`src/hdl/sbm_pkg.sv`:
```
package sbm_pkg;

  localparam int MAX_SLOTS_DEF        = 4096;
  localparam int SECTORS_PER_PAGE_DEF = 8;

  localparam int WORD_BITS  = 32;
  localparam int GROUP_SIZE = 8;

  localparam int MODE_W     = 2;
  localparam int SLOT_IN_W  = 12;
  localparam int STATUS_W   = 3;
  localparam int COUNT_W    = 13;
  localparam int SECTOR_W   = 32;
  localparam int CFG_AW     = 4;
  localparam int CFG_DW     = 32;

  localparam logic [MODE_W-1:0] MODE_ALLOC    = 2'd0;
  localparam logic [MODE_W-1:0] MODE_RETRIEVE = 2'd1;
  localparam logic [MODE_W-1:0] MODE_DISCARD  = 2'd2;
  localparam logic [MODE_W-1:0] MODE_QUERY    = 2'd3;

  localparam logic [STATUS_W-1:0] ST_OK       = 3'd0;
  localparam logic [STATUS_W-1:0] ST_INACTIVE = 3'd1;
  localparam logic [STATUS_W-1:0] ST_FULL     = 3'd2;
  localparam logic [STATUS_W-1:0] ST_RANGE    = 3'd3;
  localparam logic [STATUS_W-1:0] ST_UNUSED   = 3'd4;

  localparam logic [1:0] REG_START  = 2'd0;
  localparam logic [1:0] REG_LIMIT  = 2'd1;
  localparam logic [1:0] REG_ENABLE = 2'd2;

  // map word write-back seen by the summary flags
  typedef struct packed {
    logic wr;
    logic full;
  } sbm_upd_t;

endpackage

```
`src/hdl/sbm_bit_scan.sv`:
```
module sbm_bit_scan (
  input  logic [sbm_pkg::WORD_BITS-1:0] word_in,
  output logic                          zero_found,
  output logic [4:0]                    zero_idx
);

  logic [3:0]      byte_any;
  logic [3:0][2:0] byte_idx;

  // lowest clear bit: per-byte encoders, then pick the lowest byte
  always_comb begin
    for (int b = 0; b < 4; b++) begin
      byte_any[b] = 1'b0;
      byte_idx[b] = 3'd0;
      for (int j = 7; j >= 0; j--) begin
        if (!word_in[b*8+j]) begin
          byte_any[b] = 1'b1;
          byte_idx[b] = 3'(j);
        end
      end
    end
    zero_found = 1'b0;
    zero_idx   = 5'd0;
    for (int b = 3; b >= 0; b--) begin
      if (byte_any[b]) begin
        zero_found = 1'b1;
        zero_idx   = {2'(b), byte_idx[b]};
      end
    end
  end

endmodule

```
`config.mk`:
```
export PLATFORM = sky130hd
export DESIGN_NAME = sbm_bit_scan
export DESIGN_NICKNAME = d
export VERILOG_FILES = /design/src/hdl/sbm_pkg.sv /design/src/hdl/sbm_bit_scan.sv
export SDC_FILE = /design/constraint.sdc
export NUM_CORES = 1
export LEC_CHECK = 0
export ABC_AREA = 1
export BUFFER_PORTS_ARGS = -buffer_cell sky130_fd_sc_hd__buf_2
export CORE_AREA = 2 2 39 41
export DETAILED_ROUTE_END_ITERATION = 10
export DIE_AREA = 0 0 41 43
export GPL_TIMING_DRIVEN = 0
export PLACE_DENSITY = 0.73
export SETUP_SLACK_MARGIN = 0.2
export SLEW_MARGIN = 20
export SYNTH_ARGS = -nofsm -noshare
export SYNTH_HDL_FRONTEND = slang
export SYNTH_SLANG_ARGS = --single-unit
```
`constraint.sdc`:
```
create_clock -name vclk -period 0.8
set_clock_uncertainty 0.05 [all_clocks]
set_input_delay 0 -clock vclk [all_inputs]
set_output_delay 0 -clock vclk [all_outputs]
set_load 0.005 [all_outputs]
```
==> flow_results.org <==
** Detailed routing
- Wires add up to approximately 1600 µm.
- Highest metal layer with signal wires :: met4
- Detailed routing placed a total of approximately 75 µm of wire on met3.
- The routed layout has slightly above 700 vias.
- The count of nets left with antenna violations once routing finished came out at 0.
- Detail-routed net length per standard cell :: about 11 µm
- Starting DRT DRC Count :: 4
- Vias per std cell :: between 4 and 5
- Total length of routed met2 wires :: 946 µm
- Met1 wire length :: 546 µm
- Number of remaining DRC errors :: 0
- Pre-Repair DR Iteration Count :: 4

** Critical path
- For this design, the slowest cell found on the critical path is sky130_fd_sc_hd__nor3_4.
- The worst setup path is captured at an output port.
- Worst-path fanout max :: 5
- Tracing the worst setup path back leads to its startpoint at word_in[5].
- Type of the worst setup path :: in2out
- Data on the critical path arrives at its endpoint at 0.94 ns.
- The signal on the critical path passes through buf_12 > inv_12 > nor3_4 > nand4_4 > a21oi_1 > a21oi_2 > buf_2.
- The worst setup path is launched from a primary input.
- For the worst setup path, the data required time is between 0.7 and 0.8 ns.
- Top cell family by delay on the critical path :: simple AND/OR/NAND/NOR gates
- On the worst path, the slowest cell contributes a delay of 0.23 ns.
- The critical path contains buffers and inverters numbering 3 combined.

** Floorplan
- Initial standard-cell utilization of the core :: roughly a third
- Boundary Pins :: 38
- Total die area :: roughly 0.0018 mm²
- Placement row count :: 14
- In this run the vertical extent of the chip is 43 µm.
- The total area inside the core boundary comes to about 0.0014 mm².
- Chip width :: 41 µm

** Pwr
- Part of the power in the clock network :: 0%
- IR analysis of the VDD net gives a maximum drop of between 0.2 and 0.25 mV.
- Pwr dens :: between 300 and 400 mW/mm²
- Switching share of total power :: a little under half
- Combinational cells account for between 90% and 100% of the total power.
- Sequential fraction of design power :: 0%
- The internal portion of the total power is approximately 0.19 mW.
- Leak :: about 0.49 nW
- For this design the total switching power over the nets is between 0.15 and 0.2 mW.

** Run status
- Failing checks :: negative setup slack
- Status :: complete, but fails checks

** Placement
- Placed wire-length estimate :: 1189 µm
- Weighted congestion at the end of routability-driven global placement :: approximately 0.74
- Prior to clock tree synthesis, the placed netlist has a worst setup slack of -0.2568 ns.
- In this run the tool buffered the top-level ports with 38 buffer cells.
- Area after DPL :: 694.4 µm²

** STA
- Hold Fails Final Rpt :: 0
- F_max :: about 1.0 GHz
- Headroom to the max-slew limit came out at 85.63%.
- Final Setup Violations :: 6
- Unrepaired setup endpoints after global routing :: yes
- In the finished design, the share of the clock period the worst path needs comes to 124.3%.
- Slew Limit Fails :: 0
- Min cycle time layout :: between 0.9 and 1 ns
- For the pin with the worst max-slew slack, the measured transition is approximately 0.21 ns.
- Min setup slack post-route :: -0.1941 ns

** Yosys
- The mapped netlist covers 454.2 µm².
- Synth cell types :: 24
- The number of nets in the synthesized netlist is 121.
- For this run, the number of Yosys warnings is 0.
- Each instance of the synthesized netlist takes up on average 5.103 µm².
- Counting every instance in the synthesized netlist gives between 80 and 90.
- Of the synthesized area, sequential elements account for 0%.

** Worst hold path
- Launch point of the worst hold path :: word_in[1]
- Type of the most critical hold path :: in2out

** Global routing
- Pin count of the biggest net entering global routing :: 6
- Via count of the first global-routing pass :: 586
- Global routing used 15.38% of the available tracks.
- Global-route wire length before repair :: approximately 2100 µm
- Overflow left after global routing :: 0
- The number of antenna violations at the first check in global routing was 0.

** Finish
- The post-route netlist has roughly 55% of its cells at a drive strength greater than 1.
- Layout sequential cell count :: 0
- After filler insertion, the fill cell instance count of the layout stands at roughly 140.
- Fin area :: around 900 µm²
- Summing all flip-flop and latch instances after layout gives 0 µm².
- 0 antenna diodes ended up in the layout.
- Count of clock buffers in the final design :: 0
- After the last flow step, the layout net total stands at 165.
- From synthesis to final layout, the design area changed by 98.07%.

** Flow run
- Across the run, the number of max-cap violations was 0.
==> synth_stat cells <==
cell | instances | area share, %
sky130_fd_sc_hd__inv_2 | 5 | 4.1
sky130_fd_sc_hd__a21boi_0 | 1 | 1.7
sky130_fd_sc_hd__inv_1 | 11 | 9.1
sky130_fd_sc_hd__nor2_4 | 1 | 2.5
sky130_fd_sc_hd__nor3_2 | 2 | 4.4
sky130_fd_sc_hd__nand4_1 | 1 | 1.4
sky130_fd_sc_hd__nor2_1 | 4 | 3.3
sky130_fd_sc_hd__nand3_1 | 3 | 3.3
sky130_fd_sc_hd__nand4_4 | 1 | 4.7
sky130_fd_sc_hd__nor3_1 | 1 | 1.1
sky130_fd_sc_hd__nor4_2 | 1 | 2.8
sky130_fd_sc_hd__o31ai_1 | 1 | 1.7
sky130_fd_sc_hd__o21ai_0 | 1 | 1.1
sky130_fd_sc_hd__nand4_2 | 1 | 2.8
sky130_fd_sc_hd__nand2_4 | 1 | 2.5
sky130_fd_sc_hd__nor2_2 | 1 | 1.4
sky130_fd_sc_hd__nand2_2 | 1 | 1.4
sky130_fd_sc_hd__nor3_4 | 1 | 3.6
sky130_fd_sc_hd__o21ai_1 | 2 | 2.2
sky130_fd_sc_hd__a22oi_1 | 1 | 1.7
sky130_fd_sc_hd__a21oi_1 | 7 | 7.7
sky130_fd_sc_hd__o211ai_1 | 1 | 1.7
sky130_fd_sc_hd__a31oi_1 | 2 | 2.8
sky130_fd_sc_hd__nand2_1 | 38 | 31
==> layout make-up <==
type / count / area [µm²] / share of cell area, %
Multi-Input combinational cell: 73 / 462.9 / 51.46
Timing Repair Buffer: 42 / 344.1 / 38.25
Inverter: 16 / 72.57 / 8.067
Tap cell: 16 / 20.02 / 2.225
==> cells in the final DEF, fill, tap and decap left out, types with 2 or more instances in the layout <==
master,n
sky130_fd_sc_hd__a21oi_2,2
sky130_fd_sc_hd__nand2_2,7
sky130_fd_sc_hd__buf_6,15
sky130_fd_sc_hd__nand2_1,30
sky130_fd_sc_hd__a31oi_1,2
sky130_fd_sc_hd__inv_2,6
sky130_fd_sc_hd__nand2_4,3
sky130_fd_sc_hd__nor2_2,3
sky130_fd_sc_hd__buf_2,19
sky130_fd_sc_hd__nor2_1,2
sky130_fd_sc_hd__a21oi_1,5
sky130_fd_sc_hd__nand4_4,2
sky130_fd_sc_hd__inv_1,9
sky130_fd_sc_hd__o21ai_1,2
sky130_fd_sc_hd__nand3_1,3
sky130_fd_sc_hd__buf_4,6
sky130_fd_sc_hd__nor3_4,3
==> cells by family after synthesis <==
group / synth area share (%)
buf+inv: 13.22
simple gates: 66.39
compound gates: 20.39
==> power by group through the flow <==
stage                     Combinational, mW  Clock, mW  Sequential [mW]
after floorplan                       0.118          0                0
after global placement                0.250          0                0
after detailed placement              0.258          0                0
after CTS                             0.277          0                0
after global routing                  0.391          0                0
final                                 0.355          0                0
==> worst paths after layout <==
path,slack (ns),depth (start not counted),to
worst max-delay path,-0.19,7,zero_idx[0]
worst min-delay path,0.31,4,zero_idx[2]
==> metrics by stage <==
| stage | util, % | setup TNS [ns] | hold slack (ns) | power, mW | instances |
|---|---|---|---|---|---|
| global route | 65.01 | -1.102 | 0.3426 | 0.3906 | 147 |
| floorplan | - | 0 | 0.04918 | 0.1183 | 89 |
| CTS | 53.16 | -1.022 | 0.3189 | 0.2772 | 145 |
| global placement | 50.18 | -1.004 | 0.3036 | 0.2500 | 143 |
| detailed placement | 50.18 | -1.150 | 0.3184 | 0.2579 | 143 |
| finish | 65.01 | -0.8226 | 0.3148 | 0.3553 | 147 |
==> metal layers <==
metal	track usage, %	up-vias
li1	-	375
met1	17.09	325
met2	30.94	21
met3	0.5236	2
met4	0	0
met5	0	-
==> repair_timing <==
item                                    4_1_cts  5_1_grt
hold buffers                                  0        0
setup buffers                                 2        2
gates cloned                                  0        0
resized for setup                             6       35
endpoints found under the setup margin        6        6
pin swaps                                     6       26
No activity file was read; power rests on OpenSTA's default activity.
