## src/hdl/sbm_pkg.sv

```systemverilog
package sbm_pkg;

  localparam int MAX_SLOTS_DEF        = 4096;
  localparam int SECTORS_PER_PAGE_DEF = 8;

  localparam int WORD_BITS  = 32;
  localparam int GROUP_SIZE = 8;

  localparam int MODE_W     = 2;
  localparam int SLOT_IN_W  = 12;
  localparam int STATUS_W   = 3;
  localparam int COUNT_W    = 13;
  localparam int SECTOR_W   = 32;
  localparam int CFG_AW     = 4;
  localparam int CFG_DW     = 32;

  localparam logic [MODE_W-1:0] MODE_ALLOC    = 2'd0;
  localparam logic [MODE_W-1:0] MODE_RETRIEVE = 2'd1;
  localparam logic [MODE_W-1:0] MODE_DISCARD  = 2'd2;
  localparam logic [MODE_W-1:0] MODE_QUERY    = 2'd3;

  localparam logic [STATUS_W-1:0] ST_OK       = 3'd0;
  localparam logic [STATUS_W-1:0] ST_INACTIVE = 3'd1;
  localparam logic [STATUS_W-1:0] ST_FULL     = 3'd2;
  localparam logic [STATUS_W-1:0] ST_RANGE    = 3'd3;
  localparam logic [STATUS_W-1:0] ST_UNUSED   = 3'd4;

  localparam logic [1:0] REG_START  = 2'd0;
  localparam logic [1:0] REG_LIMIT  = 2'd1;
  localparam logic [1:0] REG_ENABLE = 2'd2;

  // map word write-back seen by the summary flags
  typedef struct packed {
    logic wr;
    logic full;
  } sbm_upd_t;

endpackage

```

## src/hdl/sbm_summary.sv

```systemverilog
module sbm_summary #(
  parameter int WORDS = 128,
  parameter int WORD_W = 7
) (
  input  logic                  clk,
  input  logic                  rst_n,
  input  logic                  clr,
  input  sbm_pkg::sbm_upd_t     upd,
  input  logic [WORD_W-1:0]     upd_word,
  input  logic [WORD_W-1:0]     chk_word,
  output logic                  chk_valid,
  output logic                  free_found,
  output logic [WORD_W-1:0]     free_word
);

  localparam int GS     = sbm_pkg::GROUP_SIZE;
  localparam int NG     = (WORDS + GS - 1) / GS;
  localparam int IDX_W  = $clog2(GS);

  logic [WORDS-1:0]           valid_r, valid_nxt;
  logic [WORDS-1:0]           full_r, full_nxt;
  logic [NG-1:0]              grp_any_r, grp_any_nxt;
  logic [NG-1:0][IDX_W-1:0]   grp_idx_r, grp_idx_nxt;
  logic [NG*GS-1:0]           free_vec;

  always_comb begin
    valid_nxt = valid_r;
    full_nxt  = full_r;
    if (clr) begin
      valid_nxt = '0;
      full_nxt  = '0;
    end else if (upd.wr) begin
      valid_nxt[upd_word] = 1'b1;
      full_nxt[upd_word]  = upd.full;
    end
  end

  always_comb begin
    free_vec = '0;
    free_vec[WORDS-1:0] = ~full_r;
    for (int g = 0; g < NG; g++) begin
      grp_any_nxt[g] = 1'b0;
      grp_idx_nxt[g] = '0;
      for (int j = GS - 1; j >= 0; j--) begin
        if (free_vec[g*GS+j]) begin
          grp_any_nxt[g] = 1'b1;
          grp_idx_nxt[g] = IDX_W'(j);
        end
      end
    end
  end

  always_ff @(posedge clk) begin
    if (!rst_n) begin
      valid_r   <= '0;
      full_r    <= '0;
      grp_any_r <= '0;
    end else begin
      valid_r   <= valid_nxt;
      full_r    <= full_nxt;
      grp_any_r <= grp_any_nxt;
    end
    grp_idx_r <= grp_idx_nxt;
  end

  always_comb begin
    free_found = 1'b0;
    free_word  = '0;
    for (int g = NG - 1; g >= 0; g--) begin
      if (grp_any_r[g]) begin
        free_found = 1'b1;
        free_word  = WORD_W'(g * GS) + WORD_W'(grp_idx_r[g]);
      end
    end
  end

  assign chk_valid = valid_r[chk_word];

endmodule

```

## config.mk

```make
export PLATFORM = sky130hd
export DESIGN_NAME = sbm_summary
export DESIGN_NICKNAME = d
export VERILOG_FILES = /design/src/hdl/sbm_pkg.sv /design/src/hdl/sbm_summary.sv
export SDC_FILE = /design/constraint.sdc
export NUM_CORES = 1
export LEC_CHECK = 0
export ABC_AREA = 1
export BUFFER_PORTS_ARGS = -buffer_cell sky130_fd_sc_hd__buf_4
export CAP_MARGIN = 20
export CORE_ASPECT_RATIO = 1.1
export CORE_MARGIN = 2
export CORE_UTILIZATION = 50
export CTS_CLUSTER_DIAMETER = 200
export DETAILED_ROUTE_END_ITERATION = 8
export PLACE_DENSITY = 0.69
export SYNTH_ARGS = -nofsm -noshare
export SYNTH_HDL_FRONTEND = slang
export SYNTH_SLANG_ARGS = --single-unit
```

## constraint.sdc

```tcl
create_clock -name clk -period 2.4 [get_ports clk]
set_input_delay 0.12 -clock clk [delete_from_list [all_inputs] [get_ports clk]]
set_output_delay 0.12 -clock clk [all_outputs]
set_load 0.1 [all_outputs]
```

==> results of run 1 <==
-- layout by cell type (no fill, tap or decap), types with 7 or more instances in the layout --
| cell | count |
|---|---|
| a311oi_1 | 7 |
| nor2_4 | 49 |
| bufinv_16 | 7 |
| nor2_2 | 24 |
| nand4_1 | 16 |
| a31oi_1 | 10 |
| buf_4 | 44 |
| nor3_1 | 27 |
| buf_12 | 10 |
| a21oi_1 | 54 |
| a211oi_1 | 68 |
| o21ai_0 | 21 |
| nand2_1 | 232 |
| a211oi_2 | 57 |
| dfxtp_1 | 315 |
| clkbuf_16 | 37 |
| inv_2 | 21 |
| nand3_1 | 140 |
| inv_1 | 135 |
| nor2_1 | 493 |
-- power groups by stage --
stage | Clock (mW) | Sequential (mW) | Combinational [mW]
floorplan | 0 | 5.46 | 0.456
global placement | 0 | 5.47 | 0.680
detailed placement | 0 | 5.47 | 0.683
CTS | 5.96 | 5.35 | 0.693
global route | 6.19 | 5.36 | 0.766
finish | 5.88 | 5.36 | 0.715
-- worst paths after layout --
check | slack [ns] | endpoint
worst max-delay path | 0.06 | free_word[1]
worst min-delay path | 0.12 | valid_r[90]
worst max register to register | 1.37 | grp_any_r[15]
worst min register to register | 0.45 | valid_r[87]
-- registers in the layout, indices dropped and copies added, names as in the netlist --
name,cells
grp_any_r,16
full_r,128
grp_idx_r,48
valid_r,128
-- logic make-up after synthesis --
group / count (synthesis)
flops: 320
simple gates: 1003
buf+inv: 234
compound gates: 240
-- worst reg2reg max path, stage by stage, from the launching register on --
cell and delay, ns:
dfxtp_1 0.36, inv_1 0.07, nor3_1 0.36, a21oi_1 0.13
-- routing by layer --
metal  vias up  part of all wire [%]
li1       5926                     -
met5         -                     0
met2       309                    46
met4         0                   2.7
met3        74                   6.0
met1      5445                    45
-- metrics by stage --
| step | utilization (%) | TNS, ns | worst slack (ns) | instances | instance area (um^2) |
|---|---|---|---|---|---|
| floorplan | - | 0 | 0.0289 | 1797 | 13900 |
| global placement | 53.3 | 0 | 0.368 | 2133 | 14500 |
| detailed placement | 53.3 | 0 | 0.358 | 2133 | 14500 |
| CTS | 58.2 | 0 | 0.00199 | 2198 | 15800 |
| global route | 58.6 | -0.0940 | -0.0397 | 2200 | 15900 |
| finish | 58.6 | 0 | 0.0601 | 2200 | 15900 |
-- repair_timing --
item                       in CTS  in global routing
pin swaps                       1                  5
hold endpoints to repair        8                  0
resized for setup               6                 27
gates cloned                    0                  0
setup buffers                   0                  2
hold buffers                    3                  0
setup endpoints to repair       4                  7
-- cell type report --
class / count / area (um^2) / area share [%]
Clock buffer: 48 / 1020 / 6.40
Tap cell: 357 / 447 / 2.81
Sequential cell: 320 / 6410 / 40.4
Clock inverter: 14 / 259 / 1.63
Multi-Input combinational cell: 1243 / 6540 / 41.2
Timing Repair Buffer: 60 / 598 / 3.76
Inverter: 158 / 609 / 3.84
==> key figures, run 1 <==
Outcome
  – Status: completed

Route
  – Via Count: between 10000 and 15000
  – DR iter-0 viols: 900
  – Pre-antenna DRT Iters: 5
  – Post-Route WL: between 30000 and 40000 um
  – Post-route ant nets: 0
  – Drt drc: 0
  – Drt wl/cell: 16.7 um
  – Vias/cell: between 5 and 6

Power and ir drop
  – Power density cells: about 750 nW/um^2
  – Peak VDD IR: around 520 uV
  – Lkg Pwr: around 5.5 nW
  – Internal power consumption: roughly 9.2 mW
  – Power share of the combinational group: 6.0%
  – Switch share: a little under a quarter
  – Clk pwr share: between 40 and 50%
  – P_sw: 2.71 mW
  – Pwr Total: 12.0 mW
  – Sequential share of power: 44.8%

Setup path
  – Worst R2R Path Depth: 3
  – Worst setup SP type: flop
  – Worst Path Arrival: roughly 2.2 ns
  – CP cell instances: nor2_4 > nand2_1 > a31oi_1 > nand2_1 > nand2_1 > nand2_2 > nand2_2 > nand2_1 > nand2_1 > nand2_1 > buf_8
  – Worst r2r src: full_r[125]
  – Worst setup path start: grp_any_r[9]
  – Worst Setup End Kind: output port
  – Critical Path Fanout Max: 4
  – Critical path class: flop to output port
  – CP top delay family: simple AND/OR/NAND/NOR gates
  – Crit path required time: between 2 and 2.5 ns
  – CP max stage delay: around 0.34 ns
  – Critical-path top delay cell: dfxtp_1
  – CP most frequent cell: nand2_1
  – CP Depth: 11
  – Crit path buffers/inverters: 1

Timing
  – RSZ-0062 raised after global routing: yes
  – Final slew viol count: 0
  – Hold Violations, Final: 0
  – Max Clock Skew: between 0.01 and 0.015 ns
  – Slew @ Worst Pin: approximately 0.9 ns
  – WHS: 0.125 ns
  – Relative slew slack: about 41%
  – Fin crit period: roughly 2.3 ns
  – Setup-failing EPs final: 0
  – Period utilization: 97.5%
  – Max Fclk: 427 MHz

Layout
  – Share of layout cells above drive strength 1: roughly 16%
  – Antenna cells: 0
  – # fillers: 2496
  – Syn-to-layout area delta: 14.4%
  – # nets final: roughly 1800

Global route
  – GRT overflow: 0
  – GRT Max-Usage Layer: met2
  – Vias in the first global route: between 10000 and 15000
  – Global-route met3 utilization: about 4.3%
  – Initial antenna violation count: 0
  – Met1 GRT Util: between 30% and 40%
  – First-pass GRT wire length: about 60000 um
  – Largest net degree at the start of global routing: 65
  – Total Routing Usage GR: about a quarter
  – Met2 GRT Util: between 40 and 50%

Synth
  – Post-synthesis simple-gate area fraction: 32.9%
  – Mapped Area: between 10000 and 15000 um^2
  – Number of synthesized flops with an enable pin: 0
  – Warnings, synthesis: 0
  – Largest family of logic cells by synthesized area: simple AND/OR/NAND/NOR gates
  – Register area share after synthesis: 46.2%
  – Synth top area share: between 40 and 50%
  – Yosys cell types: 34
  – Avg Inst Size Synth: between 7 and 8 um^2
  – Top cells by area in the synthesized netlist: dfxtp_1 46%, nor2_1 13%, nand2_1 6.4%
  – Synth cell count leaders: 497 x nor2_1, 320 x dfxtp_1, 238 x nand2_1
  – Cell taking the most area after synthesis: dfxtp_1
  – Mux share of post-synthesis cell area: 0%
  – Adder-Cell Fraction of Synth Area: 0%
  – Post-Synthesis Cells: between 1500 and 2000
  – Most frequent cell after synthesis: nor2_1
  – Post-synth ARST share: 0%
  – #FFs+latches synth: 320
  – Complex-gate fraction of the synthesized area: between 10% and 20%
  – Post-Synth XOR/XNOR Area: 0%
  – Post-Syn Nets: about 1800
  – Most used flip-flop cell after synthesis: dfxtp_1

Worst hold path
  – HP Start: upd_word[1]
  – Cells on Worst Hold Path: 5
  – Worst Hold Class: input port to flop

Placed design
  – RD Place Congestion: 0.891
  – Post-DP HPWL: roughly 24000 um
  – # port buffers: 27

Floorplan
  – Core box area: roughly 27000 um^2
  – Die area: between 20000 and 30000 um^2
  – Die width: ~160 um
  – IO Pins: 28
  – Row Count: 63
  – Die Y: around 180 um
  – Starting Density: about half

Flow run
  – # Max-Cap Violations: 0

Clock network
  – Clock tree buffer depth: 3
  – CTS tree: yes
  – CTS sink cnt: between 300 and 400
  – Clock slew at reported path FFs: about 0.060 ns
  – CTS buffer count: 35
  – Worst-Skew Late Latency: 0.51 ns
  – H-tree depth: 2
  – CTS Root Cell: clkbuf_16
Power figures use the tool's default switching activity.
==> run 2, diff against run 1 <==
- BUFFER_PORTS_ARGS: -buffer_cell sky130_fd_sc_hd__buf_4 -> -buffer_cell sky130_fd_sc_hd__buf_2
==> run 2 against run 1 <==
Clock-buffer cell count shrank 12. Critical endpoint unchanged. Power decreased by 0.92%. Worst hold slack got worse by 0.059 ns. Die area stayed put. Core utilization shrank 0.69 points. Combinational power is 3.2% lower. Largest power group unchanged.
==> key figures, run 2 (same netlist as run 1, synthesis figures left out) <==
Placed design
  – # port buffers: 27
  – Post-DP HPWL: around 25000 um
  – DP Worst Slack: about 0.46 ns
  – Placed Cells: 2131
  – RD Place Congestion: ~0.86

Setup path
  – Worst r2r src: full_r[93]
  – Reg2Reg Setup Slack: about 1.2 ns
  – Critical path class: flop to output port
  – Worst Setup End Kind: output port
  – Worst R2R Path Depth: 5
  – Worst setup SP type: flop
  – Critical Path Fanout Max: 4
  – Worst Path Arrival: between 2 and 2.5 ns
  – Reg2reg end: grp_idx_r[33]
  – Crit path required time: approximately 2.3 ns

Layout
  – Top Registers: full_r (128), valid_r (128), grp_idx_r (48)
  – Commonest non-fill, non-tap cell in the layout: nor2_1
  – Share of layout cells above drive strength 1: roughly 16%
  – Final cell count without fillers: ~2200
  – # fillers: roughly 2500
  – Commonest non-fill, non-tap cells in the layout: 491 x nor2_1, 315 x dfxtp_1, 238 x nand2_1, 141 x nand3_1, 136 x inv_1
  – # nets final: 1829
  – Syn-to-layout area delta: 13.1%
  – Antenna cells: 0

Worst hold path
  – Cells on Worst Hold Path: 5
  – HP Start: upd_word[1]
  – Hold worst-path end: valid_r[83]
  – Worst Hold Class: input port to flop

Clock network
  – CTS buffer count: 31
  – Worst-Skew Late Latency: between 0.5 and 0.6 ns
  – Clock slew at reported path FFs: about 0.07 ns
  – Setup Buffers After CTS: 0
  – CTS tree: yes
  – Clock tree buffer depth: 3
  – CTS sink cnt: 320
  – CTS Root Cell: clkbuf_16
  – H-tree depth: 1

Global route
  – Initial antenna violation count: 0
  – Vias in the first global route: between 10000 and 15000
  – Global-route met3 utilization: under 10%
  – Met2 GRT Util: between 40% and 50%
  – GRT Max-Usage Layer: met2
  – First-pass GRT wire length: 59200 um
  – GRT overflow: 0
  – Met1 GRT Util: between 30 and 40%
  – Total Routing Usage GR: 25.7%
  – Largest net degree at the start of global routing: 83

Floorplan
  – Core box area: about 27000 um^2
  – Row Count: 63
  – Die width: between 150 and 200 um
  – Starting Density: ~51%
  – IO Pins: 28
  – Die Y: 179 um
  – Die area: 29100 um^2

Timing
  – Final slew viol count: 0
  – Setup-failing EPs final: 0
  – Fin crit period: 2.33 ns
  – Hold Violations, Final: 0
  – Max Fclk: 429 MHz
  – Slew @ Worst Pin: about 1.0 ns
  – Relative slew slack: a little under a third
  – Worst Setup Slack, final: 0.0703 ns
  – RSZ-0062 raised after global routing: yes
  – Max Clock Skew: 0.0311 ns
  – Setup tns final: 0 ns
  – WHS: between 0.06 and 0.07 ns
  – Period utilization: slightly below 100%

Route
  – Pre-antenna DRT Iters: 6
  – Via Count: 11900
  – Drt drc: 0
  – DR iter-0 viols: about 770
  – Post-route ant nets: 0
  – Post-Route WL: roughly 37000 um
  – Drt wl/cell: 16.9 um
  – Vias/cell: ~5.4

Power and ir drop
  – Lkg Pwr: between 5 and 6 nW
  – Pwr Total: roughly 12 mW
  – Power density cells: approximately 750 nW/um^2
  – Peak VDD IR: 627 uV

Outcome
  – Status: completed

Flow run
  – # Max-Cap Violations: 0
==> run 2: worst max-delay path by stage <==
stage,cells past startpoint,to,start
floorplan,6,free_word[4],grp_any_r[14]
global placement,11,free_word[2],grp_any_r[11]
detailed placement,11,free_word[2],grp_any_r[11]
CTS,11,free_word[2],grp_any_r[11]
global route,9,free_word[2],grp_any_r[4]
finish,9,free_word[1],grp_any_r[4]
==> run 2: final cells by class <==
class / instances / area [um^2] / area share, %
Clock inverter: 22 / 394 / 2.51
Inverter: 158 / 609 / 3.88
Timing Repair Buffer: 56 / 484 / 3.08
Tap cell: 357 / 447 / 2.85
Sequential cell: 320 / 6410 / 40.8
Multi-Input combinational cell: 1243 / 6520 / 41.5
Clock buffer: 36 / 835 / 5.32
==> run 2: what timing repair did <==
item                                   in CTS  in global routing
endpoints found under the hold margin       8                  0
pin swaps                                   0                  1
gates resized for setup                     9                 20
hold buffers                                3                  0
setup endpoints to repair                   7                  8
==> run 2: critical path, cell delays in order (launching register included) <==
cell and delay (ns):
dfxtp_1 0.35, nor2_2 0.19, inv_1 0.12, a221oi_1 0.25, nand2_1 0.18, nand2_1 0.10, nand2_1 0.09, nand2_1 0.08
nand2_1 0.10, buf_12 0.18
==> run 2: metal layers <==
layer  share of wire [%]  up-vias
met2                  46      354
li1                    -     5917
met5                   0        -
met1                  44     5555
met4                 4.1        0
met3                 6.4       93
==> run 2: report_power, final <==
part	total (mW)	internal, mW	switching (mW)
Sequential	5.36	5.33	0.0254
Combinational	0.692	0.166	0.526
Clock	5.80	3.66	2.14
Total	11.8	9.16	2.69
==> run 2: through the flow <==
| step | instance area, um^2 | util (%) |
|---|---|---|
| 2_1_floorplan | 13900 | - |
| 3_3_place_gp | 14300 | 52.9 |
| 3_5_place_dp | 14300 | 52.9 |
| 4_1_cts | 15600 | 57.7 |
| 5_1_grt | 15700 | 57.9 |
| 6_report | 15700 | 57.9 |
==> run 3, diff against run 2 <==
- SETUP_SLACK_MARGIN: not set -> 0.2
==> run 3 against run 2 <==
Worst hold slack got worse by 0.058 ns. Core utilization increased by 0.38 points. Power decreased by 3.7%. Global-route usage decreased by 0.31 points. Via count about the same. Highest routed layer unchanged.
==> key figures, run 3 (same netlist as run 1, synthesis figures left out) <==
Timing
  – Period utilization: roughly nine tenths
  – Hold Violations, Final: 0
  – Fin crit period: 2.19 ns
  – Slew @ Worst Pin: roughly 0.87 ns
  – Setup-failing EPs final: 0
  – Max Clock Skew: approximately 0.028 ns
  – Relative slew slack: a little over two fifths
  – Max Fclk: roughly 460 MHz
  – RSZ-0062 raised after global routing: yes
  – Final slew viol count: 0
  – Setup tns final: 0 ns

Power and ir drop
  – Peak VDD IR: a little under 500 uV
  – Power density cells: ~720 nW/um^2
  – Pwr Total: approximately 11 mW
  – Lkg Pwr: 5.44 nW

Setup path
  – Worst Path Arrival: 2.07 ns
  – Crit path required time: ~2.3 ns
  – Critical Path Fanout Max: 4
  – Worst setup SP type: flop
  – Worst Setup End Kind: output port
  – Critical path class: flop to output port

Layout
  – Utilization after layout: 58.3%
  – # nets final: between 1500 and 2000
  – Syn-to-layout area delta: 13.8%
  – Antenna cells: 0
  – Final cell count without fillers: between 2000 and 2500
  – Commonest non-fill, non-tap cell in the layout: nor2_1
  – # fillers: 2440
  – Top Registers: full_r (128), valid_r (128), grp_idx_r (48)
  – Commonest non-fill, non-tap cells in the layout: 489 x nor2_1, 313 x dfxtp_1, 218 x nand2_1, 140 x nand3_1, 135 x inv_1
  – Share of layout cells above drive strength 1: approximately 17%

Route
  – DR top layer: met4
  – Pre-antenna DRT Iters: 6
  – Vias/cell: ~5.4
  – Post-route ant nets: 0
  – Met3 Wirelength: approximately 2300 um
  – Drt drc: 0
  – Drt wl/cell: 16.6 um
  – Via Count: approximately 12000
  – WL met1: between 15000 and 20000 um
  – Post-Route WL: roughly 37000 um
  – Wire length on met2: roughly 17000 um
  – DR iter-0 viols: roughly 1000

Placed design
  – # port buffers: 27
  – Post-DP HPWL: approximately 24000 um
  – Placed Cells: ~2100
  – RD Place Congestion: ~0.92

Global route
  – Total Routing Usage GR: about 25%
  – Vias in the first global route: roughly 11000
  – Largest net degree at the start of global routing: 77
  – GRT overflow: 0
  – First-pass GRT wire length: slightly below 60000 um
  – Initial antenna violation count: 0

Clock network
  – H-tree depth: 2
  – CTS buffer count: 34
  – Clock slew at reported path FFs: roughly 0.060 ns
  – CTS sink cnt: 320
  – CTS tree: yes
  – Clock tree buffer depth: 3
  – Worst-Skew Late Latency: around 0.53 ns
  – CTS Root Cell: clkbuf_16

Worst hold path
  – Worst Hold Class: input port to flop

Floorplan
  – Die area: 29100 um^2
  – Row Count: 63
  – IO Pins: 28
  – Die width: around 160 um
  – Starting Density: between 50% and 60%
  – Core box area: approximately 27000 um^2
  – Die Y: around 180 um

Outcome
  – Status: completed

Flow run
  – # Max-Cap Violations: 0
-- run 3: changes by cell type in the layout (fill, tap and decap cells not counted), moves of 3 or more --
cell,delta
bufinv_16,-8
clkbuf_4,-3
clkbuf_8,+3
clkbuf_1,+4
buf_12,+6
buf_4,-4
nand2_1,-20
clkbuf_16,+3
nand2_2,+19
-- run 3: timing repair --
action | in CTS | in global routing
hold buffers | 1 | 0
pin swaps | 5 | 9
endpoints found under the hold margin | 5 | 0
endpoints found under the setup margin | 8 | 8
buffers inserted | 0 | 3
gates resized for setup | 27 | 38
cloned | 0 | 0
-- run 3: final cells by class --
cell class | instances | area (um^2) | share of cell area (%)
multi-input cells | 1243 | 6630 | 41.9
flip-flops and latches | 320 | 6420 | 40.6
clock buffers | 46 | 966 | 6.11
inverters | 158 | 609 | 3.86
repair buffers | 55 | 554 | 3.51
well taps | 357 | 447 | 2.83
clock inverters | 16 | 180 | 1.14
-- run 3: per-stage QoR --
step	setup WS (ns)	cell area, um^2	hold WS (ns)
after floorplan	0.0289	13900	0.267
after global placement	0.497	14400	0.442
after detailed placement	0.484	14400	0.447
after CTS	0.140	15700	0.00199
after global routing	0.125	15800	0.0350
final	0.214	15800	0.00829
-- run 3: report_power, final --
part	total, mW	leakage (nW)	internal (mW)	switching, mW
combinational	0.727	2.29	0.185	0.542
sequential	5.36	2.58	5.33	0.0259
clock	5.33	0.569	3.17	2.16
-- run 3: per-layer routing --
layer  global-route usage, %  up-vias
met5                       0        -
met4                    6.82        0
met3                    3.65       61
met2                    42.3      362
met1                    34.5     5580
li1                        -     5915
-- run 3: critical path: stages, from the launching register on --
cell and delay (ns):
dfxtp_4 0.36, nor2_4 0.12, buf_6 0.12, nand2_4 0.05
a31oi_4 0.13, nand2_2 0.09, nand2_2 0.08, nand2_2 0.07
nand2_2 0.11, nand2_2 0.08, nand2_2 0.09, nand2_2 0.07
buf_12 0.16
-- run 3: worst paths after layout --
| check | startpoint | to | slack, ns | depth (start not counted) |
|---|---|---|---|---|
| setup reg to reg | full_r[12] | grp_any_r[1] | 1.31 | 3 |
| setup / recovery | grp_any_r[8] | free_word[2] | 0.21 | 12 |
| hold / removal | upd_word[0] | valid_r[94] | 0.008 | 4 |
| hold reg to reg | valid_r[94] | valid_r[94] | 0.45 | 2 |
